--- config.mk ---
export PLATFORM = sky130hd
export DESIGN_NAME = frustum_plane_extract_flat
export DESIGN_NICKNAME = d
export VERILOG_FILES = /design/src/rtl/fpe_pkg.sv /design/src/rtl/fpe_if.sv /design/src/rtl/fpe_store.sv /design/src/rtl/fpe_unit.sv /design/src/rtl/frustum_plane_extract.sv /design/src/flat_wrapper.sv
export SDC_FILE = /design/constraint.sdc
export NUM_CORES = 2
export LEC_CHECK = 0
export BUFFER_PORTS_ARGS = -buffer_cell sky130_fd_sc_hd__buf_2
export CORE_ASPECT_RATIO = 0.9
export CORE_MARGIN = 2
export CORE_UTILIZATION = 55
export DETAILED_ROUTE_END_ITERATION = 16
export GPL_ROUTABILITY_DRIVEN = 0
export PLACE_DENSITY = 0.71
export SETUP_SLACK_MARGIN = 0.2
export SLEW_MARGIN = 20
export SYNTH_ARGS = -nofsm -noshare
export SYNTH_HDL_FRONTEND = slang
export SYNTH_SLANG_ARGS = --single-unit
--- constraint.sdc ---
create_clock -name clk -period 10.3 [get_ports clk]
set_input_delay 1.545 -clock clk [delete_from_list [all_inputs] [get_ports clk]]
set_output_delay 1.545 -clock clk [all_outputs]
set_load 0.03 [all_outputs]
--- src/rtl/fpe_pkg.sv ---
// ============================================================================
// fpe_pkg - shared types and constants for frustum plane extraction
// Field widths, unit opcodes and the request struct that the sequencer
// sends to the shared arithmetic unit.
// ============================================================================
package fpe_pkg;

    // Default fraction width of the fixed-point format
    localparam int FRAC_BITS_DEF = 16;

    // Field widths
    localparam int VALUE_W = 32;          // matrix element / coefficient
    localparam int INDEX_W = 4;           // matrix store address
    localparam int PLANE_W = 3;           // plane number
    localparam int MAT_DEPTH = 16;        // 4x4 matrix

    // Internal widths: row sum/difference magnitude, sum of three squares
    localparam int MAG_W = VALUE_W + 1;
    localparam int SUM_W = 2 * MAG_W;

    // Plane sequencing
    localparam int NUM_COEF = 4;
    localparam logic [PLANE_W-1:0] LAST_PLANE = PLANE_W'(5);
    // Bit p set: plane p is row 3 plus the selected row, else row 3 minus it
    localparam logic [5:0] ROW_ADD = 6'b100110;

    // Saturation limits
    localparam logic [VALUE_W-1:0] COEF_MAX = 32'h7FFF_FFFF;
    localparam logic [VALUE_W-1:0] COEF_MIN = 32'h8000_0000;

    // Shared unit operations
    typedef enum logic [1:0] {
        OP_SQUARE = 2'd0,
        OP_SQRT   = 2'd1,
        OP_DIV    = 2'd2
    } fpe_op_t;

    // Request from the sequencer to the shared unit
    typedef struct packed {
        logic    start;
        fpe_op_t op;
    } fpe_unit_req_t;

endpackage

--- src/rtl/fpe_if.sv ---
// ============================================================================
// fpe_if - valid/ready channels of the frustum plane extractor
// One channel for matrix element loads, one for normalized plane results.
// ============================================================================
interface fpe_in_if;
    logic                            valid;
    logic                            ready;
    logic signed [fpe_pkg::VALUE_W-1:0] element_value;
    logic [fpe_pkg::INDEX_W-1:0]     element_index;
    logic                            is_last;

    modport source (
        output valid, element_value, element_index, is_last,
        input  ready
    );
    modport sink (
        input  valid, element_value, element_index, is_last,
        output ready
    );
endinterface

interface fpe_out_if;
    logic                            valid;
    logic                            ready;
    logic [fpe_pkg::PLANE_W-1:0]     plane_index;
    logic signed [fpe_pkg::VALUE_W-1:0] coef_a;
    logic signed [fpe_pkg::VALUE_W-1:0] coef_b;
    logic signed [fpe_pkg::VALUE_W-1:0] coef_c;
    logic signed [fpe_pkg::VALUE_W-1:0] coef_d;
    logic                            degenerate;
    logic                            last_plane;

    modport source (
        output valid, plane_index, coef_a, coef_b, coef_c, coef_d,
               degenerate, last_plane,
        input  ready
    );
    modport sink (
        input  valid, plane_index, coef_a, coef_b, coef_c, coef_d,
               degenerate, last_plane,
        output ready
    );
endinterface

--- src/rtl/fpe_store.sv ---
// ============================================================================
// fpe_store - 16 x 32 matrix store
// One write port, two registered read ports (row 3 and the selected row).
// ============================================================================
module fpe_store (
    input  logic                          clk,
    input  logic                          wr_en,
    input  logic [fpe_pkg::INDEX_W-1:0]   wr_addr,
    input  logic [fpe_pkg::VALUE_W-1:0]   wr_data,
    input  logic [fpe_pkg::INDEX_W-1:0]   rd_addr_a,
    input  logic [fpe_pkg::INDEX_W-1:0]   rd_addr_b,
    output logic [fpe_pkg::VALUE_W-1:0]   rd_data_a,
    output logic [fpe_pkg::VALUE_W-1:0]   rd_data_b
);
    import fpe_pkg::*;

    logic [VALUE_W-1:0] mem [MAT_DEPTH];
    logic [VALUE_W-1:0] rd_a_reg;
    logic [VALUE_W-1:0] rd_b_reg;

    // Write port
    always_ff @(posedge clk)
    begin
        if (wr_en)
        begin
            mem[wr_addr] <= wr_data;
        end
    end

    // Registered read ports
    always_ff @(posedge clk)
    begin
        rd_a_reg <= mem[rd_addr_a];
        rd_b_reg <= mem[rd_addr_b];
    end

    assign rd_data_a = rd_a_reg;
    assign rd_data_b = rd_b_reg;

endmodule

--- src/rtl/fpe_unit.sv ---
// ============================================================================
// fpe_unit - shared iterative arithmetic unit
// One add/subtract datapath stepped once per cycle: shift-add square,
// restoring integer square root (two radicand bits a step) and restoring
// division (one quotient bit a step). done is registered and pulses in the
// cycle after the last step; results hold until the next start.
// ============================================================================
module fpe_unit #(
    parameter int FRAC_BITS = fpe_pkg::FRAC_BITS_DEF
) (
    input  logic                                  clk,
    input  logic                                  rst_n,
    input  fpe_pkg::fpe_unit_req_t                req,
    input  logic [fpe_pkg::MAG_W-1:0]             mag,
    input  logic [fpe_pkg::SUM_W-1:0]             radicand,
    input  logic [fpe_pkg::MAG_W-1:0]             divisor,
    output logic                                  done,
    output logic [fpe_pkg::SUM_W-1:0]             product,
    output logic [fpe_pkg::MAG_W-1:0]             root,
    output logic [fpe_pkg::MAG_W+FRAC_BITS-1:0]   quotient
);
    import fpe_pkg::*;

    localparam int DIV_W = MAG_W + FRAC_BITS;
    localparam int SH_W  = (SUM_W > DIV_W) ? SUM_W : DIV_W;
    localparam int CNT_W = $clog2(DIV_W);
    localparam int HI_W  = MAG_W + 2;
    localparam int ALU_W = HI_W + 1;

    // Control
    fpe_op_t           op_reg,   op_next;
    logic              busy_reg, busy_next;
    logic              done_reg, done_next;
    logic [CNT_W-1:0]  cnt_reg,  cnt_next;

    // Datapath
    logic [MAG_W-1:0]  mcand_reg, mcand_next;
    logic [HI_W-1:0]   hi_reg,    hi_next;
    logic [SH_W-1:0]   sh_reg,    sh_next;
    logic [DIV_W-1:0]  q_reg,     q_next;

    logic [ALU_W-1:0]  alu_a;
    logic [ALU_W-1:0]  alu_b;
    logic              alu_sub;
    logic [ALU_W:0]    alu_sum;
    logic              keep;

    // Shared adder: operand selection by operation
    always_comb
    begin
        alu_a   = '0;
        alu_b   = '0;
        alu_sub = 1'b0;
        case (op_reg)
            OP_SQUARE:
            begin
                alu_a = ALU_W'(hi_reg[HI_W-2:0]);
                alu_b = sh_reg[0] ? ALU_W'(mcand_reg) : '0;
            end
            OP_SQRT:
            begin
                alu_a   = ALU_W'({hi_reg[MAG_W-1:0], sh_reg[SH_W-1 -: 2]});
                alu_b   = ALU_W'({q_reg[MAG_W-1:0], 2'b01});
                alu_sub = 1'b1;
            end
            OP_DIV:
            begin
                alu_a   = ALU_W'({hi_reg[MAG_W-1:0], sh_reg[SH_W-1]});
                alu_b   = ALU_W'(mcand_reg);
                alu_sub = 1'b1;
            end
            default:
            begin
                alu_a = '0;
            end
        endcase
        alu_sum = {1'b0, alu_a} + {1'b0, alu_b ^ {ALU_W{alu_sub}}}
                + (ALU_W+1)'(alu_sub);
        // carry out on a subtract: no borrow, trial value fits
        keep = alu_sum[ALU_W];
    end

    // Load on start, otherwise one step per busy cycle
    always_comb
    begin
        op_next    = op_reg;
        busy_next  = busy_reg;
        done_next  = 1'b0;
        cnt_next   = cnt_reg;
        mcand_next = mcand_reg;
        hi_next    = hi_reg;
        sh_next    = sh_reg;
        q_next     = q_reg;
        if (req.start)
        begin
            op_next   = req.op;
            busy_next = 1'b1;
            hi_next   = '0;
            q_next    = '0;
            case (req.op)
                OP_SQUARE:
                begin
                    mcand_next = mag;
                    sh_next    = SH_W'(mag);
                    cnt_next   = CNT_W'(MAG_W - 1);
                end
                OP_SQRT:
                begin
                    mcand_next = '0;
                    sh_next    = SH_W'(radicand) << (SH_W - SUM_W);
                    cnt_next   = CNT_W'(SUM_W / 2 - 1);
                end
                OP_DIV:
                begin
                    mcand_next = divisor;
                    sh_next    = SH_W'({mag, {FRAC_BITS{1'b0}}}) << (SH_W - DIV_W);
                    cnt_next   = CNT_W'(DIV_W - 1);
                end
                default:
                begin
                    busy_next = 1'b0;
                end
            endcase
        end
        else if (busy_reg)
        begin
            case (op_reg)
                OP_SQUARE:
                begin
                    // product shifts right through hi:sh
                    hi_next = {1'b0, alu_sum[HI_W-1:1]};
                    sh_next[MAG_W-1:0] = {alu_sum[0], sh_reg[MAG_W-1:1]};
                end
                OP_SQRT:
                begin
                    hi_next = keep ? alu_sum[HI_W-1:0] : alu_a[HI_W-1:0];
                    q_next  = {q_reg[DIV_W-2:0], keep};
                    sh_next = sh_reg << 2;
                end
                OP_DIV:
                begin
                    hi_next = keep ? alu_sum[HI_W-1:0] : alu_a[HI_W-1:0];
                    q_next  = {q_reg[DIV_W-2:0], keep};
                    sh_next = sh_reg << 1;
                end
                default:
                begin
                    hi_next = hi_reg;
                end
            endcase
            cnt_next = cnt_reg - CNT_W'(1);
            if (cnt_reg == '0)
            begin
                busy_next = 1'b0;
                done_next = 1'b1;
            end
        end
    end

    // Control registers
    always_ff @(posedge clk or negedge rst_n)
    begin
        if (!rst_n)
        begin
            op_reg   <= OP_SQUARE;
            busy_reg <= 1'b0;
            done_reg <= 1'b0;
            cnt_reg  <= '0;
        end
        else
        begin
            op_reg   <= op_next;
            busy_reg <= busy_next;
            done_reg <= done_next;
            cnt_reg  <= cnt_next;
        end
    end

    // Datapath registers
    always_ff @(posedge clk)
    begin
        mcand_reg <= mcand_next;
        hi_reg    <= hi_next;
        sh_reg    <= sh_next;
        q_reg     <= q_next;
    end

    assign done     = done_reg;
    assign product  = {hi_reg[MAG_W-1:0], sh_reg[MAG_W-1:0]};
    assign root     = q_reg[MAG_W-1:0];
    assign quotient = q_reg;

endmodule

--- src/rtl/frustum_plane_extract.sv ---
// ============================================================================
// frustum_plane_extract - clip plane extraction from a view-projection matrix
// Loads a column-major 4x4 fixed-point matrix and emits six normalized
// clip planes (right, left, bottom, top, far, near) after the last element.
// ============================================================================
// A load request is taken whenever the block is idle. A load
// marked last starts a run that emits six planes; while a run is in flight
// the load channel is not ready. Every square, the square root and the four
// divisions of a plane go through one shared unit that retires one step per
// cycle; that unit and any wait on result ready set the run length. A plane
// with a zero-length normal skips the root and the divisions.
// Coefficients are signed Q(31-FRAC_BITS).FRAC_BITS, truncated and saturated.
// ============================================================================
module frustum_plane_extract #(
    parameter int FRAC_BITS = fpe_pkg::FRAC_BITS_DEF
) (
    input  logic       clk,
    input  logic       rst_n,
    fpe_in_if.sink     load,
    fpe_out_if.source  result
);
    import fpe_pkg::*;

    localparam int DIV_W = MAG_W + FRAC_BITS;

    typedef enum logic [9:0] {
        ST_IDLE      = 10'h001,
        ST_FETCH_A   = 10'h002,
        ST_FETCH_D   = 10'h004,
        ST_SQ_GO     = 10'h008,
        ST_SQ_WAIT   = 10'h010,
        ST_SQRT_GO   = 10'h020,
        ST_SQRT_WAIT = 10'h040,
        ST_DIV_GO    = 10'h080,
        ST_DIV_WAIT  = 10'h100,
        ST_EMIT      = 10'h200
    } state_t;

    // Control
    state_t              state_reg, state_next;
    logic [PLANE_W-1:0]  plane_reg, plane_next;
    logic [1:0]          idx_reg,   idx_next;

    // Datapath
    logic [MAG_W-1:0]    comp_reg [NUM_COEF];
    logic [MAG_W-1:0]    comp_next [NUM_COEF];
    logic [SUM_W-1:0]    sum_reg,   sum_next;
    logic [MAG_W-1:0]    len_reg,   len_next;
    logic [VALUE_W-1:0]  coef_reg [NUM_COEF];
    logic [VALUE_W-1:0]  coef_next [NUM_COEF];
    logic                degen_reg, degen_next;

    // Store and unit connections
    logic                load_fire;
    logic [INDEX_W-1:0]  rd_addr_w;
    logic [INDEX_W-1:0]  rd_addr_v;
    logic [VALUE_W-1:0]  rd_data_w;
    logic [VALUE_W-1:0]  rd_data_v;
    fpe_unit_req_t       unit_req;
    logic                unit_done;
    logic [SUM_W-1:0]    unit_product;
    logic [MAG_W-1:0]    unit_root;
    logic [DIV_W-1:0]    unit_quot;

    logic                row_add;
    logic [MAG_W-1:0]    w_ext;
    logic [MAG_W-1:0]    v_ext;
    logic [MAG_W-1:0]    comp_new;
    logic [MAG_W-1:0]    cur_comp;
    logic [MAG_W-1:0]    cur_mag;
    logic [SUM_W-1:0]    sum_new;
    logic                quot_over;
    logic [VALUE_W-1:0]  coef_new;

    assign load_fire = load.valid & load.ready;

    fpe_store u_store (
        .clk       (clk),
        .wr_en     (load_fire),
        .wr_addr   (load.element_index),
        .wr_data   (load.element_value),
        .rd_addr_a (rd_addr_w),
        .rd_addr_b (rd_addr_v),
        .rd_data_a (rd_data_w),
        .rd_data_b (rd_data_v)
    );

    fpe_unit #(
        .FRAC_BITS (FRAC_BITS)
    ) u_unit (
        .clk      (clk),
        .rst_n    (rst_n),
        .req      (unit_req),
        .mag      (cur_mag),
        .radicand (sum_reg),
        .divisor  (len_reg),
        .done     (unit_done),
        .product  (unit_product),
        .root     (unit_root),
        .quotient (unit_quot)
    );

    // Row 3 and the plane's row of the current column
    assign rd_addr_w = {idx_reg, 2'b11};
    assign rd_addr_v = {idx_reg, plane_reg[2:1]};
    assign row_add   = ROW_ADD[plane_reg];

    // Row sum/difference, magnitude, square sum, saturated quotient
    always_comb
    begin
        w_ext    = {rd_data_w[VALUE_W-1], rd_data_w};
        v_ext    = {rd_data_v[VALUE_W-1], rd_data_v};
        comp_new = row_add ? (w_ext + v_ext) : (w_ext - v_ext);
        cur_comp = comp_reg[idx_reg];
        cur_mag  = cur_comp[MAG_W-1] ? (~cur_comp + MAG_W'(1)) : cur_comp;
        sum_new  = sum_reg + unit_product;
        quot_over = |unit_quot[DIV_W-1:VALUE_W-1];
        if (cur_comp[MAG_W-1])
        begin
            coef_new = quot_over ? COEF_MIN : (~unit_quot[VALUE_W-1:0] + VALUE_W'(1));
        end
        else
        begin
            coef_new = quot_over ? COEF_MAX : unit_quot[VALUE_W-1:0];
        end
    end

    // Unit request
    always_comb
    begin
        unit_req.start = 1'b0;
        unit_req.op    = OP_DIV;
        case (state_reg)
            ST_SQ_GO:
            begin
                unit_req.start = 1'b1;
                unit_req.op    = OP_SQUARE;
            end
            ST_SQRT_GO:
            begin
                unit_req.start = 1'b1;
                unit_req.op    = OP_SQRT;
            end
            ST_DIV_GO:
            begin
                unit_req.start = 1'b1;
                unit_req.op    = OP_DIV;
            end
            default:
            begin
                unit_req.start = 1'b0;
            end
        endcase
    end

    // Sequencer
    always_comb
    begin
        state_next = state_reg;
        plane_next = plane_reg;
        idx_next   = idx_reg;
        comp_next  = comp_reg;
        sum_next   = sum_reg;
        len_next   = len_reg;
        coef_next  = coef_reg;
        degen_next = degen_reg;
        case (state_reg)
            ST_IDLE:
            begin
                if (load_fire && load.is_last)
                begin
                    plane_next = '0;
                    idx_next   = '0;
                    state_next = ST_FETCH_A;
                end
            end
            ST_FETCH_A:
            begin
                state_next = ST_FETCH_D;
            end
            ST_FETCH_D:
            begin
                comp_next[idx_reg] = comp_new;
                if (idx_reg == 2'd3)
                begin
                    idx_next   = '0;
                    sum_next   = '0;
                    state_next = ST_SQ_GO;
                end
                else
                begin
                    idx_next   = idx_reg + 2'd1;
                    state_next = ST_FETCH_A;
                end
            end
            ST_SQ_GO:
            begin
                state_next = ST_SQ_WAIT;
            end
            ST_SQ_WAIT:
            begin
                if (unit_done)
                begin
                    sum_next = sum_new;
                    if (idx_reg == 2'd2)
                    begin
                        idx_next = '0;
                        if (sum_new == '0)
                        begin
                            // zero-length normal: flag and zero the plane
                            degen_next = 1'b1;
                            for (int i = 0; i < NUM_COEF; i++)
                            begin
                                coef_next[i] = '0;
                            end
                            state_next = ST_EMIT;
                        end
                        else
                        begin
                            degen_next = 1'b0;
                            state_next = ST_SQRT_GO;
                        end
                    end
                    else
                    begin
                        idx_next   = idx_reg + 2'd1;
                        state_next = ST_SQ_GO;
                    end
                end
            end
            ST_SQRT_GO:
            begin
                state_next = ST_SQRT_WAIT;
            end
            ST_SQRT_WAIT:
            begin
                if (unit_done)
                begin
                    len_next   = unit_root;
                    state_next = ST_DIV_GO;
                end
            end
            ST_DIV_GO:
            begin
                state_next = ST_DIV_WAIT;
            end
            ST_DIV_WAIT:
            begin
                if (unit_done)
                begin
                    coef_next[idx_reg] = coef_new;
                    if (idx_reg == 2'd3)
                    begin
                        idx_next   = '0;
                        state_next = ST_EMIT;
                    end
                    else
                    begin
                        idx_next   = idx_reg + 2'd1;
                        state_next = ST_DIV_GO;
                    end
                end
            end
            ST_EMIT:
            begin
                if (result.ready)
                begin
                    idx_next = '0;
                    if (plane_reg == LAST_PLANE)
                    begin
                        state_next = ST_IDLE;
                    end
                    else
                    begin
                        plane_next = plane_reg + PLANE_W'(1);
                        state_next = ST_FETCH_A;
                    end
                end
            end
            default:
            begin
                state_next = ST_IDLE;
            end
        endcase
    end

    // Control registers
    always_ff @(posedge clk or negedge rst_n)
    begin
        if (!rst_n)
        begin
            state_reg <= ST_IDLE;
            plane_reg <= '0;
            idx_reg   <= '0;
        end
        else
        begin
            state_reg <= state_next;
            plane_reg <= plane_next;
            idx_reg   <= idx_next;
        end
    end

    // Datapath registers
    always_ff @(posedge clk)
    begin
        comp_reg  <= comp_next;
        sum_reg   <= sum_next;
        len_reg   <= len_next;
        coef_reg  <= coef_next;
        degen_reg <= degen_next;
    end

    // Channel outputs
    assign load.ready         = (state_reg == ST_IDLE);
    assign result.valid       = (state_reg == ST_EMIT);
    assign result.plane_index = plane_reg;
    assign result.coef_a      = $signed(coef_reg[0]);
    assign result.coef_b      = $signed(coef_reg[1]);
    assign result.coef_c      = $signed(coef_reg[2]);
    assign result.coef_d      = $signed(coef_reg[3]);
    assign result.degenerate  = degen_reg;
    assign result.last_plane  = (plane_reg == LAST_PLANE);

    // Loads are never taken while a plane is on offer
    a_no_load_during_emit: assert property (
        @(posedge clk) disable iff (!rst_n)
        result.valid |-> !load.ready
    ) else $error("load ready while a plane is on offer");

    // A degenerate plane carries all-zero coefficients
    a_degen_zero: assert property (
        @(posedge clk) disable iff (!rst_n)
        (result.valid && result.degenerate) |->
            (result.coef_a == '0 && result.coef_b == '0 &&
             result.coef_c == '0 && result.coef_d == '0)
    ) else $error("degenerate plane with nonzero coefficients");

    // The shared unit only finishes while the sequencer waits on it
    a_done_in_wait: assert property (
        @(posedge clk) disable iff (!rst_n)
        unit_done |-> (state_reg == ST_SQ_WAIT || state_reg == ST_SQRT_WAIT ||
                       state_reg == ST_DIV_WAIT)
    ) else $error("unit finished outside a wait state");

    // Taking the sixth plane ends the run
    a_run_end: assert property (
        @(posedge clk) disable iff (!rst_n)
        (result.valid && result.ready && result.last_plane) |=> load.ready
    ) else $error("block not idle after the last plane");

endmodule
--- src/flat_wrapper.sv ---
// flat-port wrapper written by rule: the top's interface ports become plain ports
module frustum_plane_extract_flat import fpe_pkg::*;
#(
    parameter int FRAC_BITS = fpe_pkg::FRAC_BITS_DEF
)
  (clk, rst_n, load_valid, load_element_value, load_element_index, load_is_last, load_ready, result_valid, result_plane_index, result_coef_a, result_coef_b, result_coef_c, result_coef_d, result_degenerate, result_last_plane, result_ready);
  fpe_in_if load_i ();
  fpe_out_if result_i ();
  input  logic clk;
  input  logic rst_n;
  input wire logic [$bits(load_i.valid)-1:0] load_valid;
  input wire logic [$bits(load_i.element_value)-1:0] load_element_value;
  input wire logic [$bits(load_i.element_index)-1:0] load_element_index;
  input wire logic [$bits(load_i.is_last)-1:0] load_is_last;
  output wire logic [$bits(load_i.ready)-1:0] load_ready;
  output wire logic [$bits(result_i.valid)-1:0] result_valid;
  output wire logic [$bits(result_i.plane_index)-1:0] result_plane_index;
  output wire logic [$bits(result_i.coef_a)-1:0] result_coef_a;
  output wire logic [$bits(result_i.coef_b)-1:0] result_coef_b;
  output wire logic [$bits(result_i.coef_c)-1:0] result_coef_c;
  output wire logic [$bits(result_i.coef_d)-1:0] result_coef_d;
  output wire logic [$bits(result_i.degenerate)-1:0] result_degenerate;
  output wire logic [$bits(result_i.last_plane)-1:0] result_last_plane;
  input wire logic [$bits(result_i.ready)-1:0] result_ready;
  assign load_i.valid = load_valid;
  assign load_i.element_value = load_element_value;
  assign load_i.element_index = load_element_index;
  assign load_i.is_last = load_is_last;
  assign load_ready = load_i.ready;
  assign result_valid = result_i.valid;
  assign result_plane_index = result_i.plane_index;
  assign result_coef_a = result_i.coef_a;
  assign result_coef_b = result_i.coef_b;
  assign result_coef_c = result_i.coef_c;
  assign result_coef_d = result_i.coef_d;
  assign result_degenerate = result_i.degenerate;
  assign result_last_plane = result_i.last_plane;
  assign result_i.ready = result_ready;
  frustum_plane_extract #(.FRAC_BITS(FRAC_BITS)) u_core (.clk(clk), .rst_n(rst_n), .load(load_i), .result(result_i));
endmodule
==> report_table.html <==
<table>
<tr><th>Metric</th><th>Value</th></tr>
<tr><th colspan="2">Final layout</th></tr>
<tr><td>Most common library cell in the layout ignoring fill and taps</td><td>sky130_fd_sc_hd__edfxtp_1</td></tr>
<tr><td>Commonest cells after routing, fill and taps aside</td><td>971 x sky130_fd_sc_hd__edfxtp_1, 476 x sky130_fd_sc_hd__nor2_1, 295 x sky130_fd_sc_hd__nand2_1</td></tr>
<tr><td>Max reg flops</td><td>512</td></tr>
<tr><td>Share of final-layout standard cells stronger than drive strength 1</td><td>16.6%</td></tr>
<tr><td>Nets</td><td>4623</td></tr>
<tr><td>Signed area change from the synthesized netlist to the final layout</td><td>11.5%</td></tr>
<tr><th colspan="2">Critical path</th></tr>
<tr><td>Maximum fanout along the worst path</td><td>60</td></tr>
<tr><td>Worst Setup EP</td><td>u_core.result.coef_d[30]</td></tr>
<tr><td>Number of logic stages on the critical path including buffering</td><td>17</td></tr>
<tr><td>Launching element type of the critical path</td><td>flop</td></tr>
<tr><td>Number of cells on the worst reg-to-reg path</td><td>17</td></tr>
<tr><td>Signal arrival time at the worst endpoint</td><td>7030 ps</td></tr>
<tr><td>Worst flop-to-flop path endpoint</td><td>u_core.result.coef_d[30]</td></tr>
<tr><td>CP top delay family</td><td>simple AND/OR/NAND/NOR gates</td></tr>
<tr><td>Worst Setup Path Type</td><td>reg -&gt; reg</td></tr>
<tr><td>Data required time at the worst endpoint</td><td>10660 ps</td></tr>
<tr><td>Critical path buffers and inverters</td><td>2</td></tr>
<tr><td>Register-to-register setup slack</td><td>3630 ps</td></tr>
<tr><td>Stage delay of the slowest cell on the critical path</td><td>760 ps</td></tr>
<tr><td>CP Capture Type</td><td>flop</td></tr>
<tr><td>Cell with the largest stage delay on the worst path</td><td>sky130_fd_sc_hd__nor4b_1</td></tr>
<tr><td>Critical path launch point</td><td>u_core.u_unit.sh_reg[0]</td></tr>
<tr><td>Cells traversed along the worst timing path</td><td>ha_1 -&gt; fa_1 -&gt; a211oi_1 -&gt; o21bai_1 -&gt; o211ai_1 -&gt; a211oi_1 -&gt; nor4b_1 -&gt; or2_2 -&gt; o21bai_1 -&gt; xor2_1 -&gt; or4_1 -&gt; nor4_1 -&gt; and3_1 -&gt; a31oi_1 -&gt; nor2_4 -&gt; buf_16 -&gt; buf_4</td></tr>
<tr><td>Worst reg2reg startpoint</td><td>u_core.u_unit.sh_reg[0]</td></tr>
<tr><th colspan="2">Detailed routing</th></tr>
<tr><td>Total via count in the routed design</td><td>38100</td></tr>
<tr><td>First-pass iteration count of the detailed router</td><td>9</td></tr>
<tr><td>Initial drt markers</td><td>4665</td></tr>
<tr><td>Via density per instance</td><td>6.48</td></tr>
<tr><td>Final Routed Wirelength</td><td>149000 um</td></tr>
<tr><td>Routed wirelength normalized by instance count</td><td>25.3 um</td></tr>
<tr><td>DRC viols</td><td>0</td></tr>
<tr><td>Antenna viol nets, final</td><td>0</td></tr>
<tr><th colspan="2">Floorplanning</th></tr>
<tr><td>Number of rows in the core area</td><td>110</td></tr>
<tr><td>Core area</td><td>0.100 sq mm</td></tr>
<tr><td>Area of the die</td><td>0.104 sq mm</td></tr>
<tr><td>Starting utilization of the core area</td><td>55.7%</td></tr>
<tr><td>I/O pin cnt</td><td>176</td></tr>
<tr><td>Y dimension of the die</td><td>306 um</td></tr>
<tr><td>Die span in x</td><td>340 um</td></tr>
<tr><th colspan="2">Logic synthesis</th></tr>
<tr><td>Register bit count reported by yosys</td><td>1143</td></tr>
<tr><td>Portion of netlist area occupied by mux cells</td><td>10.7%</td></tr>
<tr><td>Syn avg cell area</td><td>12.9 sq um</td></tr>
<tr><td>Number of standard cells after synthesis</td><td>4332</td></tr>
<tr><td>Share of async-settable or async-resettable flops after synthesis</td><td>2.19%</td></tr>
<tr><td>Post-synth EDFFs</td><td>971</td></tr>
<tr><td>Post-synth net total</td><td>4522</td></tr>
<tr><td>Synthesized-area fraction occupied by ao, oa, aoi and oai cells</td><td>12.3%</td></tr>
<tr><td>Combinational family with the most area after synthesis</td><td>compound AO/OA/AOI/OAI gates</td></tr>
<tr><td>Register area share after synthesis</td><td>58.6%</td></tr>
<tr><td>Summed instance area of the synthesized netlist</td><td>0.0558 sq mm</td></tr>
<tr><td>Post-Synth XOR/XNOR Area</td><td>3.50%</td></tr>
<tr><td>Post-synthesis simple-gate area fraction</td><td>9.37%</td></tr>
<tr><td>Synthesized-area fraction occupied by adder cells</td><td>3.38%</td></tr>
<tr><td>Library cells used by synthesis</td><td>86</td></tr>
<tr><td>Commonest register cell after synthesis</td><td>sky130_fd_sc_hd__edfxtp_1</td></tr>
<tr><td>Syn. warnings</td><td>0</td></tr>
<tr><th colspan="2">Power</th></tr>
<tr><td>Lkg Pwr</td><td>21.5 nW</td></tr>
<tr><td>Largest vdd supply drop</td><td>215 uV</td></tr>
<tr><td>Overall power consumption</td><td>0.0138 W</td></tr>
<tr><td>Pwr Density</td><td>221 mW/mm^2</td></tr>
<tr><th colspan="2">STA</th></tr>
<tr><td>Normalized max-slew margin</td><td>23.6%</td></tr>
<tr><td>Fmax achieved</td><td>150 MHz</td></tr>
<tr><td>Fin Setup TNS</td><td>0 ps</td></tr>
<tr><td>Final Max Slew Viols</td><td>0</td></tr>
<tr><td>Fin. Hold Viols</td><td>0</td></tr>
<tr><td>Worst hold margin</td><td>458 ps</td></tr>
<tr><td>Post-layout minimum cycle time</td><td>6670 ps</td></tr>
<tr><td>Final count of negative-setup-slack endpoints</td><td>0</td></tr>
<tr><td>Slew at the pin closest to its max-slew limit</td><td>1140 ps</td></tr>
<tr><td>Setup Skew</td><td>49.1 ps</td></tr>
<tr><td>Setup repair after global routing missed its margin</td><td>false</td></tr>
<tr><td>Fin crit share</td><td>64.7%</td></tr>
<tr><th colspan="2">Global routing</th></tr>
<tr><td>Initial antenna violation count</td><td>5</td></tr>
<tr><td>Global routing met2 resource utilization</td><td>44.0%</td></tr>
<tr><td>Wire length of the first global-routing pass</td><td>225000 um</td></tr>
<tr><td>Residual overflow from global routing</td><td>0</td></tr>
<tr><td>Number of global-route vias before repair</td><td>36200</td></tr>
<tr><td>Met1 usage in global routing</td><td>39.5%</td></tr>
<tr><td>Overall track demand over capacity in global routing</td><td>28.2%</td></tr>
<tr><td>Maximum number of pins on one net before global-route repair</td><td>87</td></tr>
<tr><td>Most Crowded Layer GR</td><td>met2</td></tr>
<tr><td>Met3 capacity usage during global routing</td><td>5.99%</td></tr>
<tr><th colspan="2">CTS</th></tr>
<tr><td>Clock transition at path regs</td><td>70 ps</td></tr>
<tr><td>Resize count post-CTS</td><td>0</td></tr>
<tr><td>Number of hold buffers added after CTS</td><td>0</td></tr>
<tr><td>Buffer depth of the longest clock path</td><td>3</td></tr>
<tr><td>Library cell used as clock root buffer</td><td>sky130_fd_sc_hd__clkbuf_16</td></tr>
<tr><td>CTS tree</td><td>done</td></tr>
<tr><td>Post-CTS setup repair buffer count</td><td>0</td></tr>
<tr><td>Worst-Skew Late Latency</td><td>740 ps</td></tr>
<tr><td>Number of H-tree levels</td><td>3</td></tr>
<tr><td>Clock net sink count</td><td>1143</td></tr>
<tr><td>CTS Buf Count</td><td>111</td></tr>
<tr><th colspan="2">Run status</th></tr>
<tr><td>Outcome</td><td>finished clean</td></tr>
<tr><th colspan="2">Placed design</th></tr>
<tr><td>Number of port buffers</td><td>175</td></tr>
<tr><td>DPL Wire Length</td><td>98000 um</td></tr>
<tr><th colspan="2">Worst hold path</th></tr>
<tr><td>Hold Crit Start</td><td>u_core.u_unit.quotient[48]</td></tr>
<tr><td>Hold crit path type</td><td>reg -&gt; reg</td></tr>
<tr><td>Hold Path Depth</td><td>2</td></tr>
<tr><th colspan="2">Run</th></tr>
<tr><td>Maximum Capacitance Violations</td><td>0</td></tr>
</table>
area by class of cell:
class	instances	area, sq um
Antenna cell	4	10.0
Clock buffer	151	3210
Clock inverter	61	796
Fill cell	7422	38100
Inverter	59	223
Multi-Input combinational cell	2873	22200
Sequential cell	1143	32700
Tap cell	1344	1680
Timing Repair Buffer	245	1450
tightest hold or removal path, stage by stage, from the launching register on:
cell and delay [ps]:
sky130_fd_sc_hd__dfxtp_1 310, sky130_fd_sc_hd__nand2_1 50, sky130_fd_sc_hd__a21oi_1 50
cells in the mapped netlist (all sizes together) (13+ instances only):
library cell    n  share of area, %
a22oi          63              0.85
or2            13              0.15
xor2           90               1.4
o31ai          15              0.20
nand2         295               2.0
ha            146               3.3
dfrtp          24               1.1
nand4          28              0.31
nor2b          19              0.21
a21o           83               1.1
or3            23              0.28
a31oi          25              0.28
o221ai         16              0.25
a222oi         35              0.63
inv            59              0.40
nor3           68              0.61
and2           34              0.38
clkbuf        217               1.5
dfxtp         147               5.3
o211ai         18              0.24
nand3          60              0.54
mux2i          88               1.6
mux4          224               9.0
a21oi         291               2.6
nor2          497               3.3
o21bai         24              0.32
nand2b         27              0.32
o21a           33              0.44
or4            14              0.21
a221o          35              0.63
buf            40              0.29
and3           19              0.21
a211oi        122               1.6
o21ai         170               1.5
edfxtp        971                52
xnor2         133               2.1
nor4           26              0.29
how the worst min path moves through the flow:
stage / endpoint
floorplan: u_core.len_reg[23]
global placement: u_core.u_unit.quotient[48]
detailed placement: u_core.u_unit.quotient[48]
CTS: u_core.u_unit.quotient[48]
global route: u_core.u_unit.quotient[37]
finish: u_core.u_unit.quotient[48]
per-stage QoR:
step | worst slack [ps] | utilization, % | instance area (sq um) | instances
after floorplan | 405 | - | 55800 | 4332
after global placement | 3500 | 58.0 | 58200 | 5661
after detailed placement | 3460 | 58.0 | 58200 | 5662
after CTS | 3460 | 62.0 | 62200 | 5874
after global routing | 3210 | 62.1 | 62300 | 5878
final | 3630 | 62.1 | 62300 | 5880
metal layers:
layer | routed length [um] | up-vias
li1 | - | 17000
met1 | 60200 | 19100
met2 | 69700 | 1769
met3 | 13600 | 250
met4 | 4950 | 6
met5 | 32 | -
cell families after synthesis:
group                    Yosys count
XOR/XNOR                         223
adder cells (fa/ha/maj)          149
multiplexers                     317
AO/OA/AOI/OAI                   1026
buffers and inverters            316
AND/OR/NAND/NOR                 1158
flip-flops                      1143
where the power goes:
part           internal [W]  switching, W  leakage (nW)
Sequential          0.00567      0.000276          10.1
Clock               0.00253       0.00184          1.96
Combinational       0.00133       0.00211          9.41
Total               0.00953       0.00423          21.5
Note: power is estimated with default switching activity, not from simulation.
